===== src/hdl/rmq_pkg.sv =====
// rmq_pkg: shared types and codes for the rotation matrix to quaternion block
// no dependencies

package rmq_pkg;

	// codes of the winning quaternion part
	localparam logic [1:0] PART_W = 2'd0;
	localparam logic [1:0] PART_X = 2'd1;
	localparam logic [1:0] PART_Y = 2'd2;
	localparam logic [1:0] PART_Z = 2'd3;

	// control that travels with each beat through the cell chains
	typedef struct packed {
		logic       vld;
		logic [1:0] part;
	} rmq_ctl_t;

endpackage


===== src/hdl/rmq_div_cell.sv =====
// rmq_div_cell: one stage of the three-lane restoring divider, one quotient bit per cell
// depends on rmq_pkg

module rmq_div_cell import rmq_pkg::*; #(
	parameter int W  = 16,
	parameter int SW = 8
) (
	input  logic               clk,
	input  logic               arst_n,
	input  logic               adv,
	input  rmq_ctl_t           ctl_i,
	input  logic [W:0]         dvs_i,
	input  logic [2:0][W:0]    rem_i,
	input  logic [2:0][W:0]    low_i,
	input  logic [2:0][W:0]    q_i,
	input  logic [SW-1:0]      side_i,
	output rmq_ctl_t           ctl_o,
	output logic [W:0]         dvs_o,
	output logic [2:0][W:0]    rem_o,
	output logic [2:0][W:0]    low_o,
	output logic [2:0][W:0]    q_o,
	output logic [SW-1:0]      side_o
);

	logic [2:0][W+1:0] rem2;
	logic [2:0]        ge;
	logic [2:0][W+1:0] nrem;

	// shift in one dividend bit per lane and compare against the divisor
	always_comb begin
		for (int j = 0; j < 3; j++) begin
			rem2[j] = {rem_i[j], low_i[j][W]};
			ge[j]   = rem2[j] >= {1'b0, dvs_i};
			nrem[j] = ge[j] ? rem2[j] - {1'b0, dvs_i} : rem2[j];
		end
	end

	// control register
	always_ff @(posedge clk or negedge arst_n) begin
		if (!arst_n) begin
			ctl_o <= '0;
		end else if (adv) begin
			ctl_o <= ctl_i;
		end
	end

	// payload registers
	always_ff @(posedge clk) begin
		if (adv) begin
			dvs_o  <= dvs_i;
			side_o <= side_i;
			for (int j = 0; j < 3; j++) begin
				rem_o[j] <= nrem[j][W:0];
				low_o[j] <= {low_i[j][W-1:0], 1'b0};
				q_o[j]   <= {q_i[j][W-1:0], ge[j]};
			end
		end
	end

endmodule


===== config.mk =====
export PLATFORM = sky130hd
export DESIGN_NAME = rmq_div_cell
export DESIGN_NICKNAME = d
export VERILOG_FILES = /design/src/hdl/rmq_pkg.sv /design/src/hdl/rmq_div_cell.sv
export SDC_FILE = /design/constraint.sdc
export NUM_CORES = 1
export LEC_CHECK = 0
export BUFFER_PORTS_ARGS = -buffer_cell sky130_fd_sc_hd__buf_2
export CAP_MARGIN = 20
export CORE_ASPECT_RATIO = 0.7
export CORE_UTILIZATION = 45
export CTS_BUF_LIST = sky130_fd_sc_hd__clkbuf_8
export CTS_CLUSTER_DIAMETER = 60
export CTS_CLUSTER_SIZE = 30
export DETAILED_ROUTE_END_ITERATION = 12
export GPL_ROUTABILITY_DRIVEN = 0
export HOLD_SLACK_MARGIN = 0.1
export PLACE_DENSITY = 0.79
export REMOVE_ABC_BUFFERS = 1
export SLEW_MARGIN = 10
export SYNTH_ARGS = -nofsm -noshare
export SYNTH_HDL_FRONTEND = slang
export SYNTH_SLANG_ARGS = --single-unit

===== constraint.sdc =====
create_clock -name clk -period 0.8 [get_ports clk]
set_input_delay 0.04 -clock clk [delete_from_list [all_inputs] [get_ports clk]]
set_output_delay 0.04 -clock clk [all_outputs]
set_load 0.03 [all_outputs]

After elaboration in Yosys (flattened, before gate mapping):

Index checks and enable logic that the tools add are counted.

* bits in latches: 0
* output and inout bits: 181
* memories kept: 0
* bits in read-only memories: 0
* bits in writable memories: 0
* flip-flop bits (word level): 178
* word-level logic and storage cells: 22

* reductions and logical operators: 0
* divide/modulo/power cells: 0
* magnitude comparators: 3
* mux-type cells: 3
* shifts and indexed selects: 0
* $add $sub $neg: 3
* $mul: 0
* equal/unequal tests: 0
* bitwise operators: 0

Operator list (count)
* $ge 18x17->1: 3
* $mux 17: 3
* $sub 17x17->17: 3

Logic depth before layout (Yosys ltp):

* depth after elaboration: 2
* mapped depth: 12
* gate-level depth less buffers: 11

Worst setup path after synthesis:

OpenSTA, ideal clock, no wires.

* kind: input to register
* start: input port low_i[33] in the netlist's numbering
* end: register rem_o[23] in the netlist's numbering, data pin
* buffers on the path: 1
* stages: 12
* arrival: 2179 ps
* data required time: 540 ps
* setup slack: -1639 ps
* path through: inv_1 > ha_1 > inv_1 > fa_1 > a21o_1 > a221oi_4 > a21oi_2 > o211ai_2 > and3_4 > inv_4 > buf_12 > mux2_4

RTL lines
* start, declared: line rmq_div_cell.sv:14 `input logic [2:0][W:0] low_i,`
* end signal, assigned by index: line rmq_div_cell.sv:53 `rem_o[j] <= nrem[j][W:0];`
* end, declared: line rmq_div_cell.sv:19 `output logic [2:0][W:0] rem_o,`

==> implementation parameters <==
Parameter                              Value

Setup path
  Crit path largest cell delay    0.44 ns
  Category of the worst setup path launch point    input port
  Top fanout value on the critical path    7
  Buffers and inverters on the worst path    3
  Crit Reg-Reg Startpoint    ctl_o[0]$_DFFE_PN0P_
  Worst flop-to-flop path endpoint    ctl_o[0]$_DFFE_PN0P_
  Critical path cell sequence    buf_8, clkinvlp_4, fa_2, a21o_1, a221oi_4, a21oi_2, o211ai_2, and3_4, inv_8, mux2_4
  Data arrival time of the critical path    2.31 ns
  Type of the worst setup path    input port to flip-flop
  Internal reg-to-reg setup slack    -0.14 ns
  Slowest CP cell    fa_2
  Logic depth of the worst setup path including buffers    10
  Family with the most delay on the worst path    compound AO/OA/AOI/OAI gates
  Critical Path RT    roughly 1.0 ns
  Critical Path Start    dvs_i[1]
  Number of cells traversed by the worst register-to-register path    2
  CP Capture Type    flip-flop
  Capture point of the critical path    rem_o[29]$_DFFE_PP_

Logic synthesis
  Ys flop type    edfxtp_1
  Number of flops mapped to enable cells by yosys    175
  Synthesized area per cell    14.06 sq um
  Synthesis-stage register bit count    178
  Gate count of the mapped netlist    625
  Sequential area share after synthesis    0.6067
  Asr flop ratio synth    0.01685
  Number of distinct library cell variants in the gate-level netlist after synthesis    65
  Count of warnings emitted by yosys    0
  Netlist area before placement    between 8000 and 9000 sq um

Placed design
  # port buffers    358
  Post-Place Cell Area    12120 sq um
  # placed instances    around 1400
  Post-detailed-placement half-perimeter wirelength    21640 um

Clock network
  Clock tree from TritonCTS    built
  Clock-pin slew on the worst setup and hold paths    0.11 ns
  Clock tree buffer depth    2
  CTS Buf Count    17
  Root Driver    clkbuf_8
  Clock insertion delay at the later pin of the skew report    ~0.5 ns
  Count of clock tree sinks    178
  Hold-fix buffer count after cts    ~170
  Total number of H-tree levels    4

Flow run
  Max_cap viols    0

Cells and area
  Layout Utilization    0.8525
  Number of nets at the end of the flow    1602
  Final Cell Area    16220 sq um
  Layout area overhead    84.59%
  Non-filler cells, final    roughly 1600
  Fraction of final layout cells sized beyond drive strength 1    0.5192

Die
  Vertical die dimension    118.9 um
  Starting density of the core    0.4619
  Floorplan core area    between 15000 and 20000 sq um
  Number of primary I/O pins    365
  Standard-cell rows    42
  Die area    20100 sq um
  Die X    about 170 um

Timing
  Clock Skew    0 ns
  RSZ-0062 raised after global routing    yes
  Final setup margin    -1.261 ns
  Count of endpoints failing hold in the final timing report    4
  Max Freq    0.4852 GHz
  Clock period minus worst slack    2.061 ns
  Fraction of the cycle the final worst path needs    2.576
  Final setup violation count    233
  Max Transition Viols Final    0
  Final Hold Slack    -0.03648 ns

Detailed routing
  Total Routed Length    around 39000 um
  Starting DRC count in detailed routing    1039
  Post-route DRC    0
  Router iterations before antenna repair    7
  Average routed wire per standard cell    about 24 um
  Total number of vias    9187
  Remaining antenna violation count after routing    0
  Vias per std cell    5.575

Pwr
  Static power due to leakage    7.256 nW
  Power per cell area    1825 nW/um^2
  Max IR drop VDD    around 1.2 mV

Global routing
  Pin count of the biggest net entering global routing    39
  First-pass GRT wire length    55180 um
  Grt total ovfl    0
  Vias in the first global route    between 9000 and 10000
  Antenna violations before repair    7
  Global-route usage over all layers    0.3762

Outcome
  Violations in the final reports    negative hold slack, negative setup slack
  Run status    finished with violations

Min path
  Path category of the worst min-delay check    input port to flip-flop
how the worst min path moves through the flow:
stage / start / endpoint / slack, ns / cells after the start
2_1_floorplan: arst_n / ctl_o[0]$_DFFE_PN0P_ / -0.26 / 0
3_3_place_gp: arst_n / ctl_o[2]$_DFFE_PN0P_ / -0.14 / 1
3_5_place_dp: arst_n / ctl_o[2]$_DFFE_PN0P_ / -0.14 / 1
4_1_cts: adv / ctl_o[2]$_DFFE_PN0P_ / -0.06 / 2
5_1_grt: adv / ctl_o[2]$_DFFE_PN0P_ / -0.04 / 2
6_report: rem_i[30] / rem_o[31]$_DFFE_PP_ / -0.04 / 3
per-layer routing:
| layer | vias to the layer above | wire length, um | global-route usage |
|---|---|---|---|
| li1 | 3913 | - | - |
| met1 | 4456 | 14090 | 0.4380 |
| met2 | 655 | 19550 | 0.6472 |
| met3 | 163 | 3406 | 0.08142 |
| met4 | 0 | 2358 | 0.2100 |
| met5 | - | 0 | 0 |
where the power goes:
| part | total (mW) | internal, mW | leakage, nW | switching [mW] |
|---|---|---|---|---|
| logic | 10.9 | 5.37 | 5.30 | 5.52 |
| clock network | 6.63 | 2.36 | 0.204 | 4.27 |
| registers | 12.1 | 11.4 | 1.75 | 0.632 |
| total | 29.6 | 19.2 | 7.26 | 10.4 |
Yosys cell counts, types with 3 or more instances:
| cell | n | area share |
|---|---|---|
| edfxtp_1 | 175 | 0.60 |
| ha_1 | 51 | 0.073 |
| a21oi_1 | 37 | 0.021 |
| inv_1 | 35 | 0.015 |
| mux2_2 | 33 | 0.042 |
| o21ai_0 | 27 | 0.015 |
| a21o_1 | 24 | 0.021 |
| nand2_1 | 22 | 0.0094 |
| nor2_1 | 20 | 0.0085 |
| xor2_1 | 19 | 0.019 |
| xnor2_1 | 16 | 0.016 |
| nand3_1 | 14 | 0.0080 |
| nand4_1 | 13 | 0.0093 |
| mux2_4 | 11 | 0.019 |
| o21a_1 | 8 | 0.0068 |
| a211oi_1 | 7 | 0.0060 |
| and3_1 | 7 | 0.0050 |
| mux2i_1 | 5 | 0.0057 |
| nor2b_1 | 5 | 0.0036 |
| o211ai_1 | 5 | 0.0043 |
| o31ai_1 | 5 | 0.0043 |
| or2_2 | 5 | 0.0036 |
| buf_2 | 4 | 0.0023 |
| buf_6 | 4 | 0.0051 |
| o21bai_1 | 4 | 0.0034 |
| a31oi_1 | 3 | 0.0021 |
| and2_1 | 3 | 0.0021 |
| buf_4 | 3 | 0.0026 |
| clkbuf_1 | 3 | 0.0013 |
| dfrtp_1 | 3 | 0.0085 |
| fa_1 | 3 | 0.0068 |
| nand2b_1 | 3 | 0.0021 |
| nor3_1 | 3 | 0.0017 |
metrics by stage:
| stage | setup slack (ns) | power [mW] | TNS (ns) |
|---|---|---|---|
| 2_1_floorplan | -1.549 | 16.30 | -76.37 |
| 3_3_place_gp | -1.765 | 19.43 | -89.04 |
| 3_5_place_dp | -1.872 | 19.61 | -94.06 |
| 4_1_cts | -1.205 | 28.23 | -109.38 |
| 5_1_grt | -1.291 | 30.31 | -123.19 |
| 6_report | -1.261 | 29.59 | -118.41 |
sequential cells by signal, indices dropped and copies added, names as in the netlist:
name / count
ctl_o: 3
low_o: 48
dvs_o: 17
rem_o: 51
q_o: 51
side_o: 8
worst min-delay path, delay by kind of cell:
family / cells / cell delay [ns]
buffers and inverters: 2 / 0.18
multiplexers: 1 / 0.12
repair_timing:
| action | 4_1_cts | 5_1_grt |
|---|---|---|
| hold endpoints to repair | 325 | 128 |
| pin swaps | 27 | 16 |
| resized for setup | 446 | 39 |
| buffers inserted | 22 | 15 |
| setup endpoints to repair | 233 | 236 |
| cloned | 4 | 0 |
cells in the final DEF (no fill, tap or decap), drive strengths merged, types with 6 or more instances in the layout:
master and count:
xor2 19, ha 51, or2 6, clkbuf 17, buf 560, xnor2 16
nor2 20, and3 9, a21o 24, mux2 44, and2 6, o211ai 6
inv 44, diode 7, a211oi 7, nand4 13, dlygate4sd3 170, clkinv 7
o21a 8, o21ai 30, nand3 14, a21oi 39, edfxtp 175, nand2 22
final cells by class:
| cell class | count | area [sq um] |
|---|---|---|
| well taps | 264 | 330.3 |
| clock inverters | 15 | 163.9 |
| clock buffers | 17 | 234.0 |
| multi-input cells | 400 | 3704 |
| diodes | 7 | 17.52 |
| repair buffers | 730 | 6279 |
| flip-flops and latches | 178 | 5330 |
| inverters | 36 | 148.9 |
| fillers | 870 | 2805 |
| repair inverters | 1 | 11.26 |
logic make-up (layout without fill, tap and decap cells):
group,after synthesis,after routing,synth area share
buffers and inverters,51,799,0.02919
flip-flops,178,178,0.6067
multiplexers,49,49,0.06679
XOR/XNOR,35,35,0.03489
adder cells (fa/ha/maj),54,54,0.07946
AO/OA/AOI/OAI,151,151,0.1192
other,1,10,0.0004268
AND/OR/NAND/NOR,106,108,0.06337
Power figures use the tool's default switching activity.
