### config.mk
export PLATFORM = sky130hd
export DESIGN_NAME = rmq_sqrt_cell
export DESIGN_NICKNAME = d
export VERILOG_FILES = /design/src/hdl/rmq_pkg.sv /design/src/hdl/rmq_sqrt_cell.sv
export SDC_FILE = /design/constraint.sdc
export NUM_CORES = 1
export LEC_CHECK = 0
export BUFFER_PORTS_ARGS = -buffer_cell sky130_fd_sc_hd__clkbuf_2
export CORE_ASPECT_RATIO = 0.6
export CORE_MARGIN = 2
export CORE_UTILIZATION = 25
export CTS_BUF_LIST = sky130_fd_sc_hd__clkbuf_4 sky130_fd_sc_hd__clkbuf_8
export DETAILED_ROUTE_END_ITERATION = 8
export PLACE_DENSITY = 0.53
export REMOVE_ABC_BUFFERS = 1
export SLEW_MARGIN = 0
export SYNTH_ARGS = -nofsm -noshare
export SYNTH_HDL_FRONTEND = slang
export SYNTH_SLANG_ARGS = --single-unit
### constraint.sdc
create_clock -name clk -period 0.8 [get_ports clk]
set_input_delay 0.16 -clock clk [delete_from_list [all_inputs] [get_ports clk]]
set_output_delay 0.16 -clock clk [all_outputs]
set_load 0.05 [all_outputs]
### src/hdl/rmq_pkg.sv
// rmq_pkg: shared types and codes for the rotation matrix to quaternion block
// no dependencies

package rmq_pkg;

	// codes of the winning quaternion part
	localparam logic [1:0] PART_W = 2'd0;
	localparam logic [1:0] PART_X = 2'd1;
	localparam logic [1:0] PART_Y = 2'd2;
	localparam logic [1:0] PART_Z = 2'd3;

	// control that travels with each beat through the cell chains
	typedef struct packed {
		logic       vld;
		logic [1:0] part;
	} rmq_ctl_t;

endpackage

### src/hdl/rmq_sqrt_cell.sv
// rmq_sqrt_cell: one stage of the square-root chain, one root bit per cell
// depends on rmq_pkg

module rmq_sqrt_cell import rmq_pkg::*; #(
	parameter int W  = 16,
	parameter int SW = 8
) (
	input  logic            clk,
	input  logic            arst_n,
	input  logic            adv,
	input  rmq_ctl_t        ctl_i,
	input  logic [2*W-1:0]  n_i,
	input  logic [W+2:0]    rem_i,
	input  logic [W-1:0]    root_i,
	input  logic [SW-1:0]   side_i,
	output rmq_ctl_t        ctl_o,
	output logic [2*W-1:0]  n_o,
	output logic [W+2:0]    rem_o,
	output logic [W-1:0]    root_o,
	output logic [SW-1:0]   side_o
);

	logic [W+2:0] rem2;
	logic [W+2:0] trial;
	logic         ge;
	logic [W+2:0] nrem;

	// bring down two radicand bits and try the next root bit
	always_comb begin
		rem2  = {rem_i[W:0], n_i[2*W-1:2*W-2]};
		trial = {1'b0, root_i, 2'b01};
		ge    = rem2 >= trial;
		nrem  = ge ? rem2 - trial : rem2;
	end

	// control register
	always_ff @(posedge clk or negedge arst_n) begin
		if (!arst_n) begin
			ctl_o <= '0;
		end else if (adv) begin
			ctl_o <= ctl_i;
		end
	end

	// payload registers
	always_ff @(posedge clk) begin
		if (adv) begin
			n_o    <= {n_i[2*W-3:0], 2'b00};
			rem_o  <= nrem;
			root_o <= {root_i[W-2:0], ge};
			side_o <= side_i;
		end
	end

endmodule

# Word level (Yosys, flattened, before mapping)

Cells that the tools add are included.

ROM bits: 0
RAM bits: 0
Bits in latches: 0
Word-level logic and storage cells: 9
Memories kept: 0
Output and inout bits: 78
Bits in registers: 76
Input bits: 81

$add $sub $neg: 1
Order comparisons: 1
Multiplexer cells: 1
Shift operators: 0
Div/mod/pow operators: 0
Reductions and logical operators: 0
Bitwise logic cells: 0
Multiply operators: 0
Equality and inequality tests: 0

Operator list:

| kind                                         | count |
|---|---|
| greater-or-equal comparator 19 x 18 -> 1 bit | 1 |
| two-way mux 19 bit                           | 1 |
| subtractor 19 x 18 -> 19 bit                 | 1 |

# Longest topological paths before layout

Gate-level depths: netlist of the first run.

Depth in word-level cells: 2
Depth in mapped cells: 10
Depth with buffers taken out: 9

# Worst setup path before layout of the first run

Ideal clock, no wire load.

Path type: input-to-reg
Start: input port root_i[14]
End: register rem_o[10], data pin
Slack: -1364 ps
Arrival time: 1904 ps
Cell stages on the path: 8
Buffers on the path: 0
Required time: 540 ps
Setup time: 260 ps
Cells stage by stage: inv_1 > ha_1 > a21o_1 > a211o_1 > a31oi_2 > o21ai_1 > a31oi_4 > mux2_2

Cells in the longest elaborated chain, start to end: 2

RTL lines:

| what                                         | line                | text |
|---|---|---|
| start: declaration                           | rmq_sqrt_cell.sv:14 | `input logic [W-1:0] root_i,` |
| greater-or-equal comparator 19 x 18 -> 1 bit | rmq_sqrt_cell.sv:32 | `ge = rem2 >= trial;` |
| two-way mux 19 bit                           | rmq_sqrt_cell.sv:33 | `nrem = ge ? rem2 - trial : rem2;` |
| named net nrem[10]                           | rmq_sqrt_cell.sv:26 | `logic [W+2:0] nrem;` |
| end signal: assignment                       | rmq_sqrt_cell.sv:49 | `rem_o <= nrem;` |
| end: declaration                             | rmq_sqrt_cell.sv:18 | `output logic [W+2:0] rem_o,` |

The timed path passes the listed nets, and every way through them passes these cells.
A chain may end at the register's enable or synchronous reset.

# Final worst setup path of the first run

Start: input port rem_i[0]
End: register rem_o[18], data pin

Cells in the longest elaborated chain, start to end: 2
Elaborated cells on any way between the ends: 3
Those cells by class: add/sub: 1; order compare: 1; mux: 1

RTL lines:

| what                                                                                         | line                                     | text |
|---|---|---|
| start: declaration                                                                           | rmq_sqrt_cell.sv:13                      | `input logic [W+2:0] rem_i,` |
| subtractor 19 x 18 -> 19 bit or greater-or-equal comparator 19 x 18 -> 1 bit (tied branches) | rmq_sqrt_cell.sv:33, rmq_sqrt_cell.sv:32 |  |
| two-way mux 19 bit (*)                                                                       | rmq_sqrt_cell.sv:33                      |  |
| named net nrem[18]                                                                           | rmq_sqrt_cell.sv:26                      |  |

Mark *: on every way through the listed nets, which the timed path passes. The rest lies on a longest branch.

==> results.cfg, run 1 <==
[min_path]
whs_path_depth = 1
worstHoldStart = root_i[9]
min_to = root_o[10]$_DFFE_PP_
hp-class = in2reg

[routing]
ant_nets = 0
drt_iter0_drc = 123
wl_per_cell_um = 15.5
viasPerCell = 4.32
drc = 0
vias = 3084
wl_um = 11100
dr.pass1.iters = 4

[synth]
synth-edff-count = 73
synth_seq_area_share_pct = 65.6
synthCells = 250
yosysWarnings = 0
synth_area_leaders = edfxtp_1 63%, ha_1 6.5%, o21ai_0 3.0%
synth-seq-cells = 76
synth_async_sr_flop_share_pct = 3.95
synth_ff_type = edfxtp_1
synth_area_um2 = 3460
synth_top_area_cell = edfxtp_1
synth_area_per_cell_um2 = 13.8
synth_top_area_share_pct = 63.4
yosysUniqueCellTypes = 46

[cts]
cts_tree = done
root_buffer = clkbuf_8
cts_buffers = 9
cts.clk_slew.worst_paths_ns = 0.08
clockBufferDepth = 2
clk_latency_ns = 0.34
cts.sinks = 76
cts-htree-levels = 3

[die]
dieHeight_um = 95.1
start_util_pct = 25.4
dieArea_um2 = 14800
coreArea_um2 = 13600
die_w_um = 156
rows = 33
ios = 159

[grt]
overflow = 0
track_usage_pct = 14.8
use_met3_pct = 5.36
grt_max_degree = 49
grt-busiest-layer = met2
antenna_found_initial = 0
grt_pass1_wl_um = 16500
use_met1_pct = 18.6
grtUsageMet2_pct = 24.4
grt_pass1_vias = 3146

[worst_setup_path]
reg2reg_setup_slack_ns = 0.01
cp.arrival_ns = 1.95
critPathRequiredTime_ns = 0.90
start_kind = input port
crit_type = in2reg
worst_r2r_startpoint = ctl_o[0]$_DFFE_PN0P_
worstSetupStartpoint = rem_i[0]
worstRegToRegCells = 1
timing.rr.end = ctl_o[0]$_DFFE_PN0P_
worstSetupEndpointType = register
path_max_fanout = 8

[layout]
fin_nets = 634
syn2layout_area_growth_pct = 97.3
n_antenna_cell = 0
utilization_pct = 50.2
fin_area_um2 = 6820
post_route_cells_drive_above_1_share_pct = 55.1

[outcome]
outcome = finished, violations left
failed_checks = negative setup slack

[placed_design]
dp_hpwl_um = 7470
port_buffers = 154
place_congestion = 0.823
placed_area_um2 = 4920

[sta]
rsz0062_at_grt = true
hold_viol = 0
fin_skew_ns = 0
slew_viol_final = 0
setup_viol = 96
max_freq_mhz = 541
finalCritPeriodShare_pct = 231
timing.final.ws_setup_ns = -1.05
fin_crit_ns = 1.85

[pwr]
finalPower_mw = 13.0
irDropWorstVdd_mv = 0.703
p_per_area_nw_per_um2 = 1910
cellLeakagePower_nw = 3.00

[job]
drv_cap = 0
[how the worst max path moves through the flow]
stage                               end  slack [ns]  depth (start not counted)
floorplan           rem_o[10]$_DFFE_PP_       -1.70                          8
global placement    rem_o[14]$_DFFE_PP_       -1.52                         10
detailed placement  rem_o[18]$_DFFE_PP_       -1.52                          9
CTS                 rem_o[13]$_DFFE_PP_       -0.96                         10
global route        rem_o[18]$_DFFE_PP_       -1.07                         11
finish              rem_o[18]$_DFFE_PP_       -1.05                         10
[worst max-delay path, stage by stage]
cell     delay, ns
buf_6         0.10
ha_4          0.15
or3_4         0.39
o221a_4       0.27
nand4_4       0.08
nand3_4       0.09
a31oi_4       0.33
buf_12        0.17
nor3_2        0.04
a21o_1        0.16
[flip-flops by register name, indices dropped and copies added (netlist names)]
name    count
n_o        30
ctl_o       3
root_o     16
rem_o      19
side_o      8
[per-stage QoR]
step	setup TNS [ns]	hold WS, ns	setup WS [ns]	cells
2_1_floorplan	-29.85	-0.136	-1.70	245
3_3_place_gp	-32.90	-0.0425	-1.52	635
3_5_place_dp	-34.35	-0.0371	-1.52	635
4_1_cts	-42.69	0.000534	-0.964	707
5_1_grt	-46.19	0.00537	-1.07	714
6_report	-41.49	0.0221	-1.05	714
[cells in the mapped netlist, types with 2 or more instances]
cell type	count
a211o_1	2
a21o_1	9
a21oi_1	7
buf_4	4
dfrtp_1	3
edfxtp_1	73
ha_1	18
inv_1	22
mux2_2	4
nand2_1	17
nand2b_1	2
nand3_1	5
nor2_1	10
nor3_1	3
o211ai_1	4
o21a_1	3
o21ai_0	21
o22ai_1	2
or3_1	2
xnor2_1	5
xor2_1	9
[area by class of cell]
cell class / count / area, µm²
clock buffers: 9 / 124
well taps: 175 / 219
fillers: 1177 / 6760
repair buffers: 279 / 2660
flip-flops and latches: 76 / 2270
inverters: 22 / 85.1
multi-input cells: 147 / 1380
clock inverters: 6 / 90.1
[logic make-up after synthesis]
family	count (synthesis)	synth area share, %
AO/OA/AOI/OAI	62	12.3
XOR/XNOR	14	3.55
adder cells (fa/ha/maj)	18	6.51
buffers and inverters	28	3.69
flip-flops	76	65.6
multiplexers	5	1.59
other	1	0.108
AND/OR/NAND/NOR	46	6.70
[what timing repair did]
item                                    in CTS  in global routing
gates resized for setup                    195                 68
hold endpoints to repair                    49                  1
hold buffers                                47                  1
endpoints found under the setup margin      96                 96
cloned                                       1                  1
pin swaps                                   19                 13
setup buffers                               10                  5
[routing by layer]
layer / up-vias / wire [µm] / share of wire (%)
met1: 1448 / 4960 / 45
met5: - / 0 / 0
met3: 14 / 820 / 7.4
li1: 1500 / - / -
met4: 0 / 128 / 1.2
met2: 122 / 5150 / 47
[placed cells by master (no fill, tap or decap), drive strengths merged, types with 10 or more instances in the layout]
master	n
clkbuf	126
inv	22
nor2	10
nand2	17
dlygate4sd3	48
ha	18
buf	114
o21ai	22
edfxtp	73
[where the power goes]
| part | switching (mW) | internal [mW] |
|---|---|---|
| sequential | 0.215 | 4.84 |
| clock | 1.51 | 1.75 |
| combinational | 2.54 | 2.16 |
| total | 4.27 | 8.74 |
Note: power is estimated with default switching activity, not from simulation.
==> run 2, diff against run 1 <==
- PLACE_DENSITY: 0.53 -> default
==> results.cfg, run 2 (synthesis gave the netlist of run 1 again) <==
[worst_setup_path]
worstSetupEndpointType = register
critPathRequiredTime_ns = 0.91
path_max_fanout = 6
cpMostUsedCell = buf_12
cp_slowest_cell = or3_4
worst_r2r_startpoint = ctl_o[1]$_DFFE_PN0P_
crit_path_max_incr_delay_ns = 0.37
start_kind = input port
worstRegToRegCells = 1
crit_type = in2reg
reg2reg_setup_slack_ns = 0.01
timing.rr.end = ctl_o[1]$_DFFE_PN0P_
path_cells = buf_4 -> ha_4 -> or3_4 -> o221a_4 -> nand4_4 -> nand3_4 -> a31oi_4 -> buf_12 -> buf_12 -> a211oi_2 -> a21o_1
cp.arrival_ns = 1.95

[cts]
cts_tree = done
root_buffer = clkbuf_8
cts_buffers = 9
cts.clk_slew.worst_paths_ns = 0.08
clockBufferDepth = 2
clk_latency_ns = 0.35
cts.sinks = 76
cts-htree-levels = 3

[sta]
rsz0062_at_grt = true
timing.final.ws_setup_ns = -1.04
hold_viol = 0
fin_crit_ns = 1.84
fin_skew_ns = 0
max_freq_mhz = 543
slew_viol_final = 0
setup_viol = 96
finalCritPeriodShare_pct = 230

[placed_design]
place_congestion = 0.841
dp_hpwl_um = 7410
placed_area_um2 = 4930
port_buffers = 154

[pwr]
p_sw_mw = 4.30
combinationalPowerShare_pct = 37.1
intPower_mw = 8.48
pwr-share-seq_pct = 39.5
cellLeakagePower_nw = 2.99
p_per_area_nw_per_um2 = 1880
irDropWorstVdd_mv = 0.740
switching_share_pct = 33.6
p_clk_share_pct = 23.4

[routing]
wl_per_cell_um = 15.8
vias = 3054
wl_um = 11300
ant_nets = 0
drc = 0
dr.pass1.iters = 4
viasPerCell = 4.27
drt_iter0_drc = 95

[outcome]
outcome = finished, violations left
failed_checks = negative setup slack

[layout]
utilization_pct = 50.0
fin_area_um2 = 6800
syn2layout_area_growth_pct = 96.6
fin_nets = 634
fill_cells = 1170
post_route_cells_drive_above_1_share_pct = 56.1
n_antenna_cell = 0
largestRegisters = n_o (30), rem_o (19), root_o (16)
top_register = n_o
mostFrequentLayoutCell = edfxtp_1
largest_reg_flops = 30
mostFrequentLayoutCells = 73 x edfxtp_1, 71 x clkbuf_2, 68 x buf_4

[min_path]
min_to = ctl_o[1]$_DFFE_PN0P_
whs_path_depth = 2
worstHoldStart = ctl_i[1]
hp-class = in2reg

[die]
die_w_um = 156
dieHeight_um = 95.1
start_util_pct = 25.4
coreArea_um2 = 13600
dieArea_um2 = 14800
rows = 33
ios = 159

[grt]
antenna_found_initial = 1
grt_pass1_wl_um = 16700
grt_pass1_vias = 3134
grt_max_degree = 42
overflow = 0
track_usage_pct = 15.0

[job]
drv_cap = 0
==> run 2: power groups by stage <==
stage               logic (mW)  registers (mW)  clock network (mW)
floorplan                0.769            6.41                   0
global placement          3.37            5.02                   0
detailed placement        3.40            5.03                   0
CTS                       4.38            5.00                3.12
global route              5.00            5.08                3.26
finish                    4.74            5.04                2.99
==> run 2: worst max-delay path by stage <==
stage	start	to	slack (ns)	depth (start not counted)
finish	rem_i[2]	rem_o[4]$_DFFE_PP_	-1.04	11
global route	root_i[4]	rem_o[4]$_DFFE_PP_	-1.09	13
CTS	root_i[0]	rem_o[1]$_DFFE_PP_	-0.96	11
detailed placement	root_i[0]	rem_o[18]$_DFFE_PP_	-1.56	9
global placement	root_i[0]	rem_o[16]$_DFFE_PP_	-1.49	10
floorplan	root_i[14]	rem_o[10]$_DFFE_PP_	-1.70	8
==> run 2: worst max-delay path: cells and delay by family <==
kind | cells | cell delay [ns]
and+or+nand+nor | 3 | 0.56
buffers and inverters | 3 | 0.39
adders and majority gates | 1 | 0.15
AOI/OAI and AO/OA | 4 | 0.69
==> run 2: layout make-up <==
cell class | instances | area (µm²) | area share [%]
Timing Repair Buffer | 279 | 2680 | 39.5
Sequential cell | 76 | 2270 | 33.4
Multi-Input combinational cell | 147 | 1340 | 19.8
Tap cell | 175 | 219 | 3.22
Clock buffer | 10 | 131 | 1.93
Inverter | 22 | 87.6 | 1.29
Clock inverter | 6 | 65.1 | 0.957
==> run 2: stage by stage <==
stage               setup TNS, ns  hold slack [ns]  cells  setup slack [ns]  power (mW)
global route               -45.95           0.0229    715             -1.09        13.3
finish                     -41.40           0.0387    715             -1.04        12.8
global placement           -33.37          -0.0446    635             -1.49        8.40
CTS                        -42.24           0.0150    708            -0.964        12.5
floorplan                  -29.85           -0.136    245             -1.70        7.17
detailed placement         -34.75          -0.0399    635             -1.56        8.43
==> run 2: repair_timing <==
item | in CTS | in global routing
endpoints found under the setup margin | 96 | 96
endpoints found under the hold margin | 51 | 0
resized for setup | 186 | 84
cloned | 1 | 1
buffers inserted | 7 | 7
hold buffers | 49 | 0
pin swaps | 16 | 20
==> run 2: per-layer routing <==
layer | GRT usage, % | vias to the layer above | wire length (µm)
met5 | 0 | - | 16
met4 | 4.28 | 2 | 104
met3 | 5.95 | 13 | 1090
met2 | 24.4 | 127 | 5210
met1 | 18.6 | 1418 | 4870
li1 | - | 1494 | -
==> run 3, diff against run 2 <==
- HOLD_SLACK_MARGIN: default -> 0.05
- SETUP_SLACK_MARGIN: default -> 0.15
==> results.cfg, run 3 (synthesis gave the netlist of run 1 again) <==
[grt]
antenna_found_initial = 1
track_usage_pct = 14.5
grt_pass1_vias = 3076
overflow = 0
grt_pass1_wl_um = 16200
grt_max_degree = 42

[routing]
drc = 0
dr.pass1.iters = 4
viasPerCell = 4.32
wl_um = 10900
wl_per_cell_um = 15.8
drt_iter0_drc = 115
ant_nets = 0
vias = 2974

[placed_design]
place_congestion = 0.841
dp_hpwl_um = 7410
port_buffers = 154

[pwr]
combinationalPowerShare_pct = 36.4
switching_share_pct = 33.6
cellLeakagePower_nw = 2.98
p_clk_share_pct = 23.7
p_sw_mw = 4.24
p_per_area_nw_per_um2 = 1930
intPower_mw = 8.38
irDropWorstVdd_mv = 0.741
pwr-share-seq_pct = 39.9

[die]
rows = 33
dieArea_um2 = 14800
ios = 159
coreArea_um2 = 13600
die_w_um = 156
start_util_pct = 25.4
dieHeight_um = 95.1

[sta]
setup_viol = 96
finalCritPeriodShare_pct = 229
slew_viol_final = 0
fin_hold_ws_ns = -0.0185
fin_crit_ns = 1.83
max_freq_mhz = 546
fin_skew_ns = 0
rsz0062_at_grt = true
timing.final.ws_setup_ns = -1.03
hold_viol = 17

[layout]
syn2layout_area_growth_pct = 88.9
mostFrequentLayoutCells = 73 x edfxtp_1, 71 x clkbuf_2, 69 x buf_4
post_route_cells_drive_above_1_share_pct = 57.8
n_antenna_cell = 0
fin_nets = 608
largest_reg_flops = 30
top_register = n_o
largestRegisters = n_o (30), rem_o (19), root_o (16)
mostFrequentLayoutCell = edfxtp_1
utilization_pct = 48.1

[worst_setup_path]
worstSetupEndpointType = register
crit_type = in2reg
cp.arrival_ns = 2.03
crit_family = simple AND/OR/NAND/NOR gates
critPathBufInv = 4
start_kind = input port
cp_slowest_cell = or3_4
path_max_fanout = 6
critPathRequiredTime_ns = 0.99
path_cells = buf_4 -> ha_4 -> or3_4 -> o221a_4 -> nand4_4 -> nand3_4 -> a31oi_4 -> buf_12 -> buf_8 -> buf_16 -> mux2i_1
crit_path_max_incr_delay_ns = 0.37

[cts]
clockBufferDepth = 2
cts_buffers = 9
cts_tree = done
cts.clk_slew.worst_paths_ns = 0.08
cts.sinks = 76
root_buffer = clkbuf_8
cts-htree-levels = 3
clk_latency_ns = 0.35

[outcome]
outcome = finished, violations left
failed_checks = negative hold slack, negative setup slack

[min_path]
hp-class = in2reg

[job]
drv_cap = 0
[run 3: worst paths after layout]
check / start / endpoint / slack, ns / cells after the start
max reg2reg: ctl_o[1]$_DFFE_PN0P_ / ctl_o[1]$_DFFE_PN0P_ / 0.01 / 1
min: root_i[2] / root_o[3]$_DFFE_PP_ / -0.02 / 1
min in group asynchronous: arst_n / ctl_o[2]$_DFFE_PN0P_ / 0.13 / 2
min reg2reg: ctl_o[0]$_DFFE_PN0P_ / ctl_o[0]$_DFFE_PN0P_ / 0.57 / 1
max in group asynchronous: arst_n / ctl_o[1]$_DFFE_PN0P_ / 0.56 / 2
max: rem_i[2] / rem_o[1]$_DFFE_PP_ / -1.03 / 11
[run 3: per-stage QoR]
stage	setup slack, ns	area [µm²]	cells	setup TNS, ns	power [mW]
floorplan	-1.70	3420	245	-29.85	7.17
global placement	-1.49	4930	635	-33.37	8.40
detailed placement	-1.56	4930	635	-34.75	8.43
CTS	-0.964	6230	680	-42.24	12.4
global route	-1.07	6530	689	-45.66	13.2
finish	-1.03	6530	689	-41.11	12.6
[run 3: layout make-up]
class                   instances  area (µm²)
multi-input cells             147        1310
repair buffers                253        2450
clock inverters                 6        65.1
fillers                      1192        7060
clock buffers                  10         131
inverters                      22        87.6
well taps                     175         219
flip-flops and latches         76        2270
[run 3: power by group through the flow]
stage	logic, mW	clock network, mW	registers [mW]
floorplan	0.769	0	6.41
global placement	3.37	0	5.02
detailed placement	3.40	0	5.03
CTS	4.27	3.12	5.00
global route	4.85	3.28	5.08
finish	4.59	2.99	5.04
[run 3: repair_timing]
item                                    in CTS  in global routing
hold endpoints to repair                    54                 36
hold buffers                                21                  5
pin swaps                                   16                 15
cloned                                       1                  1
endpoints found under the setup margin      99                116
setup buffers                                7                  8
resized for setup                          186                 78
[run 3: layer usage]
layer | global-route usage [%] | vias to the layer above | wire [µm]
met5 | 0 | - | 16
met4 | 4.28 | 2 | 91
met3 | 5.91 | 12 | 1020
met2 | 23.3 | 123 | 5040
met1 | 18.1 | 1390 | 4710
li1 | - | 1447 | -
